<file path="src/blpg_pkg.sv">
// Shared types and constants for the line pixel generator.
`timescale 1ns / 1ps
package blpg_pkg;

    localparam int DEFAULT_SCREEN_WIDTH  = 240;
    localparam int DEFAULT_SCREEN_HEIGHT = 135;
    localparam int DEFAULT_QUEUE_DEPTH   = 2;
    localparam int STEPS_PER_GROUP       = 4;
    localparam int MAX_GROUPS            = 64;
    localparam int GCNT_W                = $clog2(MAX_GROUPS);
    localparam int ERR_W                 = 11;

    typedef struct packed {
        logic [7:0]  start_x;
        logic [7:0]  start_y;
        logic [7:0]  end_x;
        logic [7:0]  end_y;
        logic [23:0] color_rgb;
    } t_line_req;

    typedef struct packed {
        logic [7:0]  step0_x;
        logic [7:0]  step0_y;
        logic [7:0]  step1_x;
        logic [7:0]  step1_y;
        logic [7:0]  step2_x;
        logic [7:0]  step2_y;
        logic [7:0]  step3_x;
        logic [7:0]  step3_y;
        logic [3:0]  visible_mask;
        logic [15:0] color_565;
        logic        last_group;
    } t_pixel_group;

    typedef struct packed {
        logic [7:0]              x0;
        logic [7:0]              y0;
        logic [7:0]              x1;
        logic [7:0]              y1;
        logic [7:0]              dx;
        logic [7:0]              dy;
        logic                    sx_neg;
        logic                    sy_neg;
        logic signed [ERR_W-1:0] err0;
        logic [15:0]             color_565;
    } t_job;

endpackage

</file>
<file path="src/blpg_front.sv">
// Front end: accepts line requests and turns them into walk jobs.
`timescale 1ns / 1ps
module blpg_front (
    input  logic              start,
    output logic              busy,
    input  blpg_pkg::t_line_req i_req,
    input  logic              i_full,
    output logic              o_push,
    output blpg_pkg::t_job    o_job
);
    import blpg_pkg::*;

    logic [7:0] dx;
    logic [7:0] dy;

    assign busy   = i_full;
    assign o_push = start && !i_full;

    assign dx = (i_req.end_x > i_req.start_x) ? i_req.end_x - i_req.start_x
                                              : i_req.start_x - i_req.end_x;
    assign dy = (i_req.end_y > i_req.start_y) ? i_req.end_y - i_req.start_y
                                              : i_req.start_y - i_req.end_y;

    always_comb begin
        o_job.x0        = i_req.start_x;
        o_job.y0        = i_req.start_y;
        o_job.x1        = i_req.end_x;
        o_job.y1        = i_req.end_y;
        o_job.dx        = dx;
        o_job.dy        = dy;
        o_job.sx_neg    = !(i_req.start_x < i_req.end_x);
        o_job.sy_neg    = !(i_req.start_y < i_req.end_y);
        o_job.err0      = $signed({{(ERR_W-8){1'b0}}, dx})
                        - $signed({{(ERR_W-8){1'b0}}, dy});
        o_job.color_565 = {i_req.color_rgb[23:19], i_req.color_rgb[15:10],
                           i_req.color_rgb[7:3]};
    end

endmodule

</file>
<file path="src/blpg_queue.sv">
// Short job queue between the front end and the line walker.
`timescale 1ns / 1ps
module blpg_queue #(
    parameter int DEPTH = blpg_pkg::DEFAULT_QUEUE_DEPTH
) (
    input  logic           i_clk,
    input  logic           i_rst_n,
    input  logic           i_push,
    input  blpg_pkg::t_job i_job,
    input  logic           i_pop,
    output blpg_pkg::t_job o_job,
    output logic           o_empty,
    output logic           o_full
);
    import blpg_pkg::*;

    localparam int PTR_W = (DEPTH > 1) ? $clog2(DEPTH) : 1;
    localparam int CNT_W = $clog2(DEPTH + 1);

    t_job             r_mem [DEPTH];
    logic [PTR_W-1:0] r_wr_ptr;
    logic [PTR_W-1:0] r_rd_ptr;
    logic [CNT_W-1:0] r_count;

    function automatic logic [PTR_W-1:0] next_ptr(input logic [PTR_W-1:0] p);
        if (p == PTR_W'(DEPTH - 1)) begin
            return '0;
        end
        return p + PTR_W'(1);
    endfunction

    assign o_empty = (r_count == '0);
    assign o_full  = (r_count == CNT_W'(DEPTH));
    assign o_job   = r_mem[r_rd_ptr];

    always_ff @(posedge i_clk) begin
        if (i_push && !o_full) begin
            r_mem[r_wr_ptr] <= i_job;
        end
    end

    always_ff @(posedge i_clk) begin
        if (!i_rst_n) begin
            r_wr_ptr <= '0;
            r_rd_ptr <= '0;
            r_count  <= '0;
        end else begin
            if (i_push && !o_full) begin
                r_wr_ptr <= next_ptr(r_wr_ptr);
            end
            if (i_pop && !o_empty) begin
                r_rd_ptr <= next_ptr(r_rd_ptr);
            end
            case ({i_push && !o_full, i_pop && !o_empty})
                2'b10:   r_count <= r_count + CNT_W'(1);
                2'b01:   r_count <= r_count - CNT_W'(1);
                default: r_count <= r_count;
            endcase
        end
    end

endmodule

</file>
<file path="src/blpg_back.sv">
// Back end: walks the line four steps per cycle and emits pixel groups.
`timescale 1ns / 1ps
module blpg_back #(
    parameter int SCREEN_WIDTH  = blpg_pkg::DEFAULT_SCREEN_WIDTH,
    parameter int SCREEN_HEIGHT = blpg_pkg::DEFAULT_SCREEN_HEIGHT
) (
    input  logic                   i_clk,
    input  logic                   i_rst_n,
    input  blpg_pkg::t_job         i_job,
    input  logic                   i_empty,
    output logic                   o_pop,
    output logic                   o_valid,
    output blpg_pkg::t_pixel_group o_group
);
    import blpg_pkg::*;

    localparam logic ST_IDLE = 1'b0;
    localparam logic ST_RUN  = 1'b1;

    logic                    r_state;
    t_job                    r_job;
    logic [7:0]              r_x;
    logic [7:0]              r_y;
    logic signed [ERR_W-1:0] r_err;
    logic [GCNT_W-1:0]       r_gcnt;
    logic                    r_valid;
    t_pixel_group            r_group;

    logic                    n_state;
    logic [7:0]              cx;
    logic [7:0]              cy;
    logic signed [ERR_W-1:0] cerr;
    logic signed [ERR_W:0]   e2;
    logic signed [ERR_W:0]   dx_w;
    logic signed [ERR_W:0]   dy_w;
    logic                    done;
    logic [3:0]              mask;
    logic [7:0]              xs [STEPS_PER_GROUP];
    logic [7:0]              ys [STEPS_PER_GROUP];
    t_pixel_group            n_group;

    assign o_pop   = (r_state == ST_IDLE) && !i_empty;
    assign o_valid = r_valid;
    assign o_group = r_group;

    assign dx_w = $signed({{(ERR_W-7){1'b0}}, r_job.dx});
    assign dy_w = -$signed({{(ERR_W-7){1'b0}}, r_job.dy});

    always_comb begin
        cx   = r_x;
        cy   = r_y;
        cerr = r_err;
        done = 1'b0;
        mask = '0;
        e2   = '0;
        for (int i = 0; i < STEPS_PER_GROUP; i++) begin
            xs[i] = '0;
            ys[i] = '0;
            if (!done) begin
                xs[i]   = cx;
                ys[i]   = cy;
                mask[i] = ({1'b0, cx} < 9'(SCREEN_WIDTH))
                       && ({1'b0, cy} < 9'(SCREEN_HEIGHT));
                if ((cx == r_job.x1 && cy == r_job.y1)
                        || (r_gcnt == GCNT_W'(MAX_GROUPS - 1)
                            && i == STEPS_PER_GROUP - 1)) begin
                    done = 1'b1;
                end else begin
                    e2 = {cerr, 1'b0};
                    if (e2 >= dy_w) begin
                        cerr = cerr + dy_w[ERR_W-1:0];
                        cx   = r_job.sx_neg ? cx - 8'd1 : cx + 8'd1;
                    end
                    if (e2 <= dx_w) begin
                        cerr = cerr + dx_w[ERR_W-1:0];
                        cy   = r_job.sy_neg ? cy - 8'd1 : cy + 8'd1;
                    end
                end
            end
        end
        n_group.step0_x      = xs[0];
        n_group.step0_y      = ys[0];
        n_group.step1_x      = xs[1];
        n_group.step1_y      = ys[1];
        n_group.step2_x      = xs[2];
        n_group.step2_y      = ys[2];
        n_group.step3_x      = xs[3];
        n_group.step3_y      = ys[3];
        n_group.visible_mask = mask;
        n_group.color_565    = r_job.color_565;
        n_group.last_group   = done;
    end

    always_comb begin
        n_state = r_state;
        unique case (r_state)
            ST_IDLE: begin
                if (!i_empty) begin
                    n_state = ST_RUN;
                end
            end
            ST_RUN: begin
                if (done) begin
                    n_state = ST_IDLE;
                end
            end
            default: n_state = ST_IDLE;
        endcase
    end

    always_ff @(posedge i_clk) begin
        if (o_pop) begin
            r_job <= i_job;
            r_x   <= i_job.x0;
            r_y   <= i_job.y0;
            r_err <= i_job.err0;
        end else if (r_state == ST_RUN) begin
            r_x   <= cx;
            r_y   <= cy;
            r_err <= cerr;
        end
        r_group <= n_group;
    end

    always_ff @(posedge i_clk) begin
        if (!i_rst_n) begin
            r_state <= ST_IDLE;
            r_gcnt  <= '0;
            r_valid <= 1'b0;
        end else begin
            r_state <= n_state;
            r_valid <= (r_state == ST_RUN);
            if (o_pop) begin
                r_gcnt <= '0;
            end else if (r_state == ST_RUN) begin
                r_gcnt <= r_gcnt + GCNT_W'(1);
            end
        end
    end

endmodule

</file>
<file path="src/bresenham_line_pixel_generator_top.sv">
// Top level of the Bresenham line pixel generator.
`timescale 1ns / 1ps
// A line request is taken when start is high and busy is low. The walker emits
// one group of four steps per clock while walking, so a line of N = max(|dx|,
// |dy|) + 1 steps gives ceil(N / 4) groups, 1 to 64. Before each line it loads
// its job from the queue while idle; a request passes the queue write, job load
// and output register before its first group appears. Requests wait in a job
// queue of QUEUE_DEPTH entries (two by default); busy is high only when full.
// Each group is shown for exactly one cycle with o_valid high; the receiver
// cannot stall the output, so it must take every group as it comes.
module bresenham_line_pixel_generator_top #(
    parameter int SCREEN_WIDTH  = blpg_pkg::DEFAULT_SCREEN_WIDTH,
    parameter int SCREEN_HEIGHT = blpg_pkg::DEFAULT_SCREEN_HEIGHT,
    parameter int QUEUE_DEPTH   = blpg_pkg::DEFAULT_QUEUE_DEPTH
) (
    input  logic                   i_clk,
    input  logic                   i_rst_n,
    input  logic                   start,
    output logic                   busy,
    input  blpg_pkg::t_line_req    i_req,
    output logic                   o_valid,
    output blpg_pkg::t_pixel_group o_group
);
    import blpg_pkg::*;

    logic push;
    logic pop;
    logic full;
    logic empty;
    t_job front_job;
    t_job back_job;

    blpg_front u_front (
        .start  (start),
        .busy   (busy),
        .i_req  (i_req),
        .i_full (full),
        .o_push (push),
        .o_job  (front_job)
    );

    blpg_queue #(
        .DEPTH (QUEUE_DEPTH)
    ) u_queue (
        .i_clk   (i_clk),
        .i_rst_n (i_rst_n),
        .i_push  (push),
        .i_job   (front_job),
        .i_pop   (pop),
        .o_job   (back_job),
        .o_empty (empty),
        .o_full  (full)
    );

    blpg_back #(
        .SCREEN_WIDTH  (SCREEN_WIDTH),
        .SCREEN_HEIGHT (SCREEN_HEIGHT)
    ) u_back (
        .i_clk   (i_clk),
        .i_rst_n (i_rst_n),
        .i_job   (back_job),
        .i_empty (empty),
        .o_pop   (pop),
        .o_valid (o_valid),
        .o_group (o_group)
    );

endmodule
</file>
<file path="config.mk">
export PLATFORM = sky130hd
export DESIGN_NAME = bresenham_line_pixel_generator_top
export DESIGN_NICKNAME = d
export VERILOG_FILES = /design/src/blpg_pkg.sv /design/src/blpg_front.sv /design/src/blpg_queue.sv /design/src/blpg_back.sv /design/src/bresenham_line_pixel_generator_top.sv
export SDC_FILE = /design/constraint.sdc
export NUM_CORES = 1
export LEC_CHECK = 0
export ABC_AREA = 1
export BUFFER_PORTS_ARGS = -buffer_cell sky130_fd_sc_hd__buf_2
export CAP_MARGIN = 20
export CORE_UTILIZATION = 55
export DETAILED_ROUTE_END_ITERATION = 6
export MAX_ROUTING_LAYER = met4
export PLACE_DENSITY = 0.76
export SLEW_MARGIN = 20
export SYNTH_ARGS = -nofsm -noshare
export SYNTH_HDL_FRONTEND = slang
export SYNTH_SLANG_ARGS = --single-unit
</file>
<file path="constraint.sdc">
create_clock -name i_clk -period 13.35 [get_ports i_clk]
set_input_delay 0 -clock i_clk [delete_from_list [all_inputs] [get_ports i_clk]]
set_output_delay 0 -clock i_clk [all_outputs]
set_load 0.1 [all_outputs]
</file>
==> results of run 1 <==
==> flip-flops by register name, indices dropped and copies added (netlist names), 2 cells and up, named ones only <==
name	count
u_queue.r_mem	150
u_back.o_group	85
u_back.r_job	26
u_back.n_group	16
u_back.r_err	11
u_back.dx_w	8
u_back.r_x	8
u_back.r_y	8
u_back.r_gcnt	6
u_queue.r_count	2
==> final cells by class <==
cell class	instances	area share, %
tap	525	2.297
inverter	373	4.974
sequential	325	30.70
multi-input combinational	1990	45.60
clock buffer	41	3.286
timing repair buffer	487	12.22
clock inverter	22	0.9275
==> critical path: cells and delay by family (launching register included) <==
| family | cells | cell delay [ps] |
|---|---|---|
| AO/OA/AOI/OAI | 28 | 3320 |
| XOR/XNOR | 4 | 510 |
| adder cells (fa/ha/maj) | 11 | 2800 |
| buffers and inverters | 24 | 2220 |
| flip-flops | 1 | 420 |
| AND/OR/NAND/NOR | 44 | 4500 |
==> metal layers <==
layer | vias up | track usage [%] | share of wire, %
li1 | 10080 | - | -
met2 | 919 | 55.19 | 46
met4 | 0 | 12.70 | 3.6
met5 | - | - | 0
met3 | 166 | 4.025 | 7.9
met1 | 9979 | 45.92 | 42
==> what timing repair did <==
item | in CTS | in global routing
hold buffers | 49 | 0
hold endpoints to repair | 108 | 0
resized for setup | 74 | 88
setup endpoints to repair | 10 | 27
setup buffers | 56 | 42
pin swaps | 76 | 127
==> cells by family after synthesis <==
group / Yosys count
xor gates and xnor gates: 145
adders and majority gates: 247
and+or+nand+nor: 1152
muxes: 4
DFF: 325
buffers and inverters: 427
AOI/OAI and AO/OA: 442
==> stage by stage <==
| stage | cell area (µm²) | instances | utilization, % |
|---|---|---|---|
| after global routing | 28600 | 3763 | 71.16 |
| final | 28600 | 3763 | 71.16 |
| after floorplan | 22920 | 2742 | - |
| after CTS | 27910 | 3722 | 69.44 |
| after global placement | 25510 | 3554 | 63.48 |
| after detailed placement | 25510 | 3554 | 63.48 |
==> worst min-delay path by stage <==
stage	slack, ps	from	to
3_5_place_dp	190	i_req[19]	u_queue.r_mem[1][11]
2_1_floorplan	100	i_rst_n	u_back.o_valid
6_report	50	start	u_queue.r_wr_ptr
3_3_place_gp	190	i_req[3]	u_queue.r_mem[0][0]
5_1_grt	80	start	u_queue.r_wr_ptr
4_1_cts	30	start	u_queue.r_wr_ptr
==> layout by cell type (no fill, tap or decap), drive strengths merged, types with 137 or more instances in the layout <==
cell    count
inv       374
o21ai     167
a21oi     182
buf       438
nand3     137
edfxtp    227
nand2     754
nor2      153
ha        226
==> run metrics, run 1 <==
Horiz. Die Dim=~200 µm; WP data arrival=roughly 14000 ps; critical path class=flip-flop to flip-flop; Mapped Nets=~3000; TNS Setup=-4334 ps; HPWL after DPL=52800 µm; cts bufs inserted=35; ys async rst share=0%; worst hold slack=45.27 ps; RR Endpoint=u_back.r_err[8]; Initial Util=approximately 56%; root buf cell=clkbuf_16; Worst Setup SP=u_back.r_job[29]; vias in the first global route=20070; vias=21150; Ports=146; hold depth=3; Total GRT Usage=34.81%; Worst Hold Class=primary input to flip-flop; Die Area=41970 µm²; Clk pin slew, worst setup/hold paths=~70 ps; adder-cell share of the synthesized area=14.35%; endpoint class of the critical path=flip-flop; status=finished with violations; DRC errors left=0; IO buf count=137; Max-Slew Margin vs Limit=~28%; RSZ-0062 raised after global routing=yes; layout cells sized above 1=24.31%; Syn Inst Count=~2700; first-pass GRT wire length=108700 µm; failing checks=negative setup slack; initial antenna violation count=0; EDFF count, synth=227; CTS tree=yes; final wirelength=between 70000 and 80000 µm; Max Cap Violations=0; worst reg-to-reg setup slack=-680 ps; Post-DRT Antenna Nets=0; Worst Setup EP=u_back.r_err[8]; setup slack at placement=-761.4 ps; Post-synth top cells=728 x nand2_1, 342 x inv_1, 227 x edfxtp_1; gpl congestion=1.015; simple-gate share of the synthesized area=22.29%; CP Max Fanout=6; Seq/Total Area, Yosys=around two fifths; Post-Syn Area=22640 µm²; Clk Latency, worst-skew pair=550 ps; fin crit period=about 14000 ps; setup slack after layout=-679.3 ps; ys flop type=edfxtp_1; FP Rows=73; count of final setup violators=9; core area=40190 µm²; syn_area_per_cell=8.255 µm²; Clock Skews=18.28 ps; Yosys cell types=64; fillers=3054; DR pass1 iterations=6; Yosys top cell area share=30.11%; Yosys top cell by area=edfxtp_1; Critical Path Max Stage Delay=420 ps; total grt overflow=0; Nets=3518; Max Root-Sink Buffers=3; worst path required time=13630 ps; Sequential Area=8780 µm²; slew at the pin closest to its max-slew limit=around 1100 ps; Ys Warns=0; top cells by area, synth=edfxtp_1 30%, ha_1 12%, nand2_1 12%, dfxtp_1 8.7%, inv_1 5.7%; reg2reg path depth=between 100 and 150; Seq cells post-synth=325; Antenna diodes=0; CP max stage cell=edfxtp_1; Final Hold Viols=0; H-Tree Depth=2; Sink Count=325; area of the multi-input gates=between 10000 and 15000 µm²; multiplexer share of the synthesized area=0.1824%; max-slew violations=0; reg-to-reg startpoint=u_back.r_job[29]; Critical Path Source Type=flip-flop; Synth Area in Compound Gates=11.22%; Peak Freq=roughly 71 MHz; Die H=204.9 µm; DRT iter0 DRCs=~2200; via-per-instance ratio=5.620; Syn-to-layout area delta=26.34%; main combinational cell family by area after synthesis=simple AND/OR/NAND/NOR gates; largest net degree at the start of global routing=76; crit-path most repeated cell=nand2_1; cell with the most instances after synthesis=nand2_1; period utilization=105.1%; Synth Area in XOR/XNOR=5.677%; Avg WL per Cell=19.27 µm
Power of run 1 is left out: the tool's default activity adds up to more than one toggle a clock period on the data nets, which glitch-free logic cannot reach.
==> inputs of run 2 (changes only) <==
- PLACE_DENSITY: 0.76 -> 0.81
==> run 2 against run 1 <==
Effect of this change:
- non-clock buffer count down 2
- the run still ends with negative setup slack left
- setup slack got worse by 120 ps
- largest cell class unchanged
- die area unchanged
- register-to-register slack lost 120 ps
- critical path depth increased by 4
- routed wire length rose by 0.18%
- critical path type unchanged
- clock-buffer cell count grew 4
- via count about the same
==> run metrics, run 2 (synthesis gave the netlist of run 1 again) <==
Final Hold Viols=0 (unchanged); Worst path top cell family by delay=simple AND/OR/NAND/NOR gates; endpoint class of the critical path=flip-flop; reg2reg path depth=115 (+3.6%); setup slack after layout=-800.0 ps (-120.8 ps); Syn-to-layout area delta=25.64%; CP max stage cell=edfxtp_1; hold depth=3 (unchanged); DR pass1 iterations=6 (unchanged); H-Tree Depth=2 (unchanged); max-slew violations=0 (unchanged); crit-path most repeated cell=nand2_1; total grt overflow=0 (unchanged); Die Area=41970 µm² (unchanged); failing checks=negative setup slack; Worst Setup SP=u_back.r_job[30]; max FFs per register=150 (unchanged); Post-DRT Antenna Nets=0 (unchanged); worst reg-to-reg setup slack=-800 ps (-120 ps); Max-Slew Margin vs Limit=28.47% (+0.68 points); Clock Skews=17.43 ps (-0.8488 ps); initial antenna violation count=0 (unchanged); Die H=204.9 µm (unchanged); Critical Path Source Type=flip-flop; CTS tree=yes; setup slack at placement=-800.2 ps (-38.77 ps); DRC errors left=0 (unchanged); Horiz. Die Dim=204.9 µm (unchanged); Initial Util=56.32% (unchanged); Worst Hold Launch=start; period utilization=106.0% (+0.90 points); critical path class=flip-flop to flip-flop; worst path required time=13630 ps (about the same); RSZ-0062 raised after global routing=yes; IO buf count=137 (unchanged); Avg WL per Cell=19.31 µm (+0.21%); HPWL after DPL=53060 µm (+0.48%); Nets=3517 (-0.028%); Worst Hold Path EP=u_queue.r_wr_ptr; slew at the pin closest to its max-slew limit=1073 ps (-10.18 ps); cts bufs inserted=35 (unchanged); Peak Freq=70.67 MHz (-0.85%); reg-to-reg startpoint=u_back.r_job[30]; commonest non-fill, non-tap cell in the layout=nand2_1; root buf cell=clkbuf_16; fin crit period=14150 ps (+120.8 ps); gpl congestion=0.9895 (-2.5%); Antenna diodes=0 (unchanged); most frequent cells in the layout=705 x nand2_1, 320 x inv_1, 293 x buf_4; via-per-instance ratio=5.622 (about the same); vias=21150 (+0.014%); Worst Hold Class=primary input to flip-flop; count of final setup violators=9 (unchanged); Max Cap Violations=0 (unchanged); Sink Count=325 (unchanged); core area=40190 µm² (unchanged); WP data arrival=14430 ps (+120 ps); Critical Path Max Stage Delay=410 ps (about the same); DRT iter0 DRCs=1800 (-18%); vias in the first global route=20390 (+1.6%); status=finished with violations; Clk pin slew, worst setup/hold paths=60 ps (about the same); layout cells sized above 1=23.63% (-0.67 points); FP Rows=73 (unchanged); CP Max Fanout=5 (-1); final wirelength=72640 µm (+0.18%); Biggest register=u_queue.r_mem; RR Endpoint=u_back.r_err[8]; first-pass GRT wire length=111300 µm (+2.4%); Ports=146 (unchanged); Clk Latency, worst-skew pair=560 ps (about the same); Max Root-Sink Buffers=3 (unchanged); Buf+Inv Stages, Crit Path=19 (-21%); largest net degree at the start of global routing=76 (unchanged); Total GRT Usage=35.54% (+0.74 points)
## run 2: cell types whose count changed in the layout (fill, tap and decap cells not counted), moves of 3 or more
cell      before  now
a21oi_1      157  161
a21oi_4        4    1
buf_4        289  293
buf_6         10    4
clkbuf_1       3    6
clkinv_4       3    0
nand2_1      699  705
nand2_2       44   38
nor2_1       121  124
o21ai_0       70   74
o21ai_2       35   30
## run 2: metrics by stage
stage	instance area (µm²)	cells	hold slack [ps]	setup TNS (ps)	util [%]
floorplan	22920	2742	97.63	-736.3	-
global placement	25550	3558	187.2	-2222	63.58
detailed placement	25550	3558	191.2	-4586	63.58
CTS	28020	3735	38.57	-1258	69.72
global route	28440	3762	115.8	-18550	70.76
finish	28440	3762	48.12	-4683	70.76
## run 2: worst register-to-register path: cells and delay by family, from the launching register on
kind            cells  cell delay (ps)
compound gates     18             2270
xor+xnor            3              470
fa+ha+maj          13             3300
buf+inv            19             1490
flops               1              410
simple gates       62             5930
## run 2: routing by layer
metal	up-vias	share of wire (%)	global-route usage [%]
met1	9975	43	46.79
met3	168	7.2	4.391
met4	0	3.6	11.90
met2	901	46	56.73
met5	-	0	-
li1	10110	-	-
## run 2: worst max-delay path by stage
stage,to,depth (start not counted)
floorplan,u_back.r_err[10],120
global placement,u_back.r_err[8],114
detailed placement,u_back.r_err[8],116
CTS,u_back.r_err[10],119
global route,u_back.r_err[10],118
finish,u_back.r_err[8],115
## run 2: layout make-up
| cell class | count | area, µm² |
|---|---|---|
| multi-input combinational | 1991 | 12920 |
| fill | 3051 | 11750 |
| sequential | 325 | 8780 |
| timing repair buffer | 485 | 3446 |
| inverter | 373 | 1420 |
| clock buffer | 45 | 947.2 |
| tap | 525 | 656.9 |
| clock inverter | 18 | 267.8 |
## run 2: what timing repair did
action | CTS | global route
setup buffers | 67 | 26
cloned | 1 | 1
pin swaps | 58 | 96
hold buffers | 49 | 0
gates resized for setup | 67 | 56
endpoints found under the hold margin | 111 | 0
endpoints found under the setup margin | 10 | 27
Power of run 2 is left out for the same reason.
==> inputs of run 3 (changes only) <==
- CORE_MARGIN: default -> 5
- PLACE_DENSITY: 0.81 -> 0.78
- RECOVER_POWER: default -> 100
- clock period: 13.35 -> 14 ns (I/O delays scaled with it)
==> run 3 against run 2 <==
Effect of this change:
- the flow finishes with violations (max-capacitance violations, max-slew violations, negative setup slack)
- sequential share of layout area grew 0.70 points
- utilization shrank 2.5 points
- setup slack gained 490 ps
- maximum frequency shrank 1.1%
- global-route usage shrank 5.1 points
- routed wire length shrank 3.8%
- critical path depth shrank 1
- die area grew 8.0%
- via count shrank 1.4%
- worst hold slack gained 54 ps
==> run metrics, run 3 (synthesis gave the netlist of run 1 again) <==
CP Max Fanout=6 (+1); fin cells=3712 (-1.3%); Post-DRT Antenna Nets=0 (unchanged); cts bufs inserted=35 (unchanged); setup slack after layout=-313.4 ps (+486.6 ps); Nets=3459 (-1.6%); vias=20860 (-1.4%); CP max stage cell=edfxtp_1; root buf cell=clkbuf_16; gpl congestion=1.036 (+4.7%); status=finished with violations; final design area excluding fillers=27810 µm² (-2.2%); Worst path top cell family by delay=simple AND/OR/NAND/NOR gates; Die Area=45310 µm² (+8.0%); critical path class=flip-flop to flip-flop; crit-path most repeated cell=nand2_1; via-per-instance ratio=5.619 (about the same); Worst Hold Launch=start; Final Hold Viols=0 (unchanged); max FFs per register=150 (unchanged); HPWL after DPL=50960 µm (-3.9%); Worst Hold Path EP=u_queue.r_wr_ptr; reg-to-reg startpoint=u_back.r_job[30]; fin crit period=14310 ps (+163.4 ps); area post-placement=25320 µm² (-0.93%); Horiz. Die Dim=212.9 µm (+3.9%); Critical Path Source Type=flip-flop; Die H=212.9 µm (+3.9%); reg2reg path depth=114 (-0.87%); RSZ-0062 raised after global routing=yes; period utilization=102.2% (-3.8 points); CTS tree=yes; H-Tree Depth=2 (unchanged); vias in the first global route=19750 (-3.1%); placed cells=3554 (-0.11%); commonest non-fill, non-tap cell in the layout=nand2_1; fillers=3207 (+5.1%); Peak Freq=69.86 MHz (-1.1%); WP data arrival=14610 ps (+180 ps); Max Cap Violations=1 (+1); Ports=146 (unchanged); Avg WL per Cell=18.83 µm (-2.5%); core area=40740 µm² (+1.4%); count of final setup violators=5 (-4); worst hold slack=102.2 ps (+54.09 ps); total grt overflow=0 (unchanged); worst reg-to-reg setup slack=-310 ps (+490 ps); initial antenna violation count=0 (unchanged); Worst Hold Class=primary input to flip-flop; DR pass1 iterations=7 (+1); endpoint class of the critical path=flip-flop; Max-Slew Margin vs Limit=-18.61% (-47 points); hold depth=3 (unchanged); Clk Latency, worst-skew pair=560 ps (about the same); slew at the pin closest to its max-slew limit=1779 ps (+706.2 ps); Initial Util=55.56% (-0.76 points); Antenna diodes=0 (unchanged); Total GRT Usage=30.46% (-5.1 points); FP Rows=74 (+1.4%); final wirelength=69880 µm (-3.8%); Clock Skews=28.01 ps (+10.58 ps); most frequent cells in the layout=710 x nand2_1, 325 x inv_1, 235 x buf_4; DRT iter0 DRCs=2041 (+13%); Max Root-Sink Buffers=3 (unchanged); Clk pin slew, worst setup/hold paths=60 ps (about the same); RR Endpoint=u_back.r_err[8]; Syn-to-layout area delta=22.86%; worst path required time=14290 ps (+660 ps); Sink Count=325 (unchanged); layout cells sized above 1=17.64% (-6.0 points); Biggest register=u_queue.r_mem; max-slew violations=28 (+28); Final Util=68.26% (-2.5 points); DRC errors left=0 (unchanged); largest net degree at the start of global routing=77 (+1.3%); failing checks=max-capacitance violations, max-slew violations, negative setup slack; first-pass GRT wire length=105400 µm (-5.2%); Critical Path Max Stage Delay=420 ps (about the same); Buf+Inv Stages, Crit Path=19 (unchanged); IO buf count=137 (unchanged)
[run 3: worst max-delay path by stage]
stage,cells past startpoint,end,slack (ps),from
final,114,u_back.r_err[8],-310,u_back.r_job[30]
after detailed placement,115,u_back.r_err[8],-590,u_back.r_job[29]
after CTS,116,u_back.r_err[8],40,u_back.r_job[29]
after global routing,117,u_back.r_err[8],-1130,u_back.r_job[30]
after floorplan,120,u_back.r_err[10],10,u_back.r_job[29]
after global placement,114,u_back.r_err[8],110,u_back.r_job[29]
[run 3: layer usage]
layer  routed length, µm  vias to the layer above  share of wire [%]  track usage (%)
met2               31350                     1002                 45            46.84
met1               29130                     9693                 42            41.73
met5                   0                        -                  0                -
li1                    -                     9983                  -                -
met3                6543                      180                9.4            4.584
met4                2850                        0                4.1            10.15
[run 3: stage by stage]
| step | setup WS, ps | setup TNS (ps) |
|---|---|---|
| 2_1_floorplan | 10.51 | 0 |
| 3_3_place_gp | 110.6 | 0 |
| 3_5_place_dp | -587.8 | -2710 |
| 4_1_cts | 36.82 | 0 |
| 5_1_grt | -1130 | -7704 |
| 6_report | -313.4 | -897.8 |
[run 3: layout make-up]
type	instances	area (µm²)	area share (%)
clock buffer	46	997.2	3.586
tap	532	665.6	2.393
timing repair buffer	428	2855	10.27
inverter	373	1413	5.079
multi-input combinational	1990	12840	46.18
sequential	325	8780	31.57
clock inverter	18	256.5	0.9223
[run 3: tightest hold or removal path, stage by stage]
cell     delay (ps)
buf_2           100
o21ai_0         360
a21oi_1         140
[run 3: timing repair]
action,4_1_cts,5_1_grt
hold buffers,49,0
setup buffers,18,28
setup endpoints to repair,7,20
gates resized for setup,45,98
pin swaps,30,87
endpoints found under the hold margin,115,0
Power of run 3 is left out for the same reason.
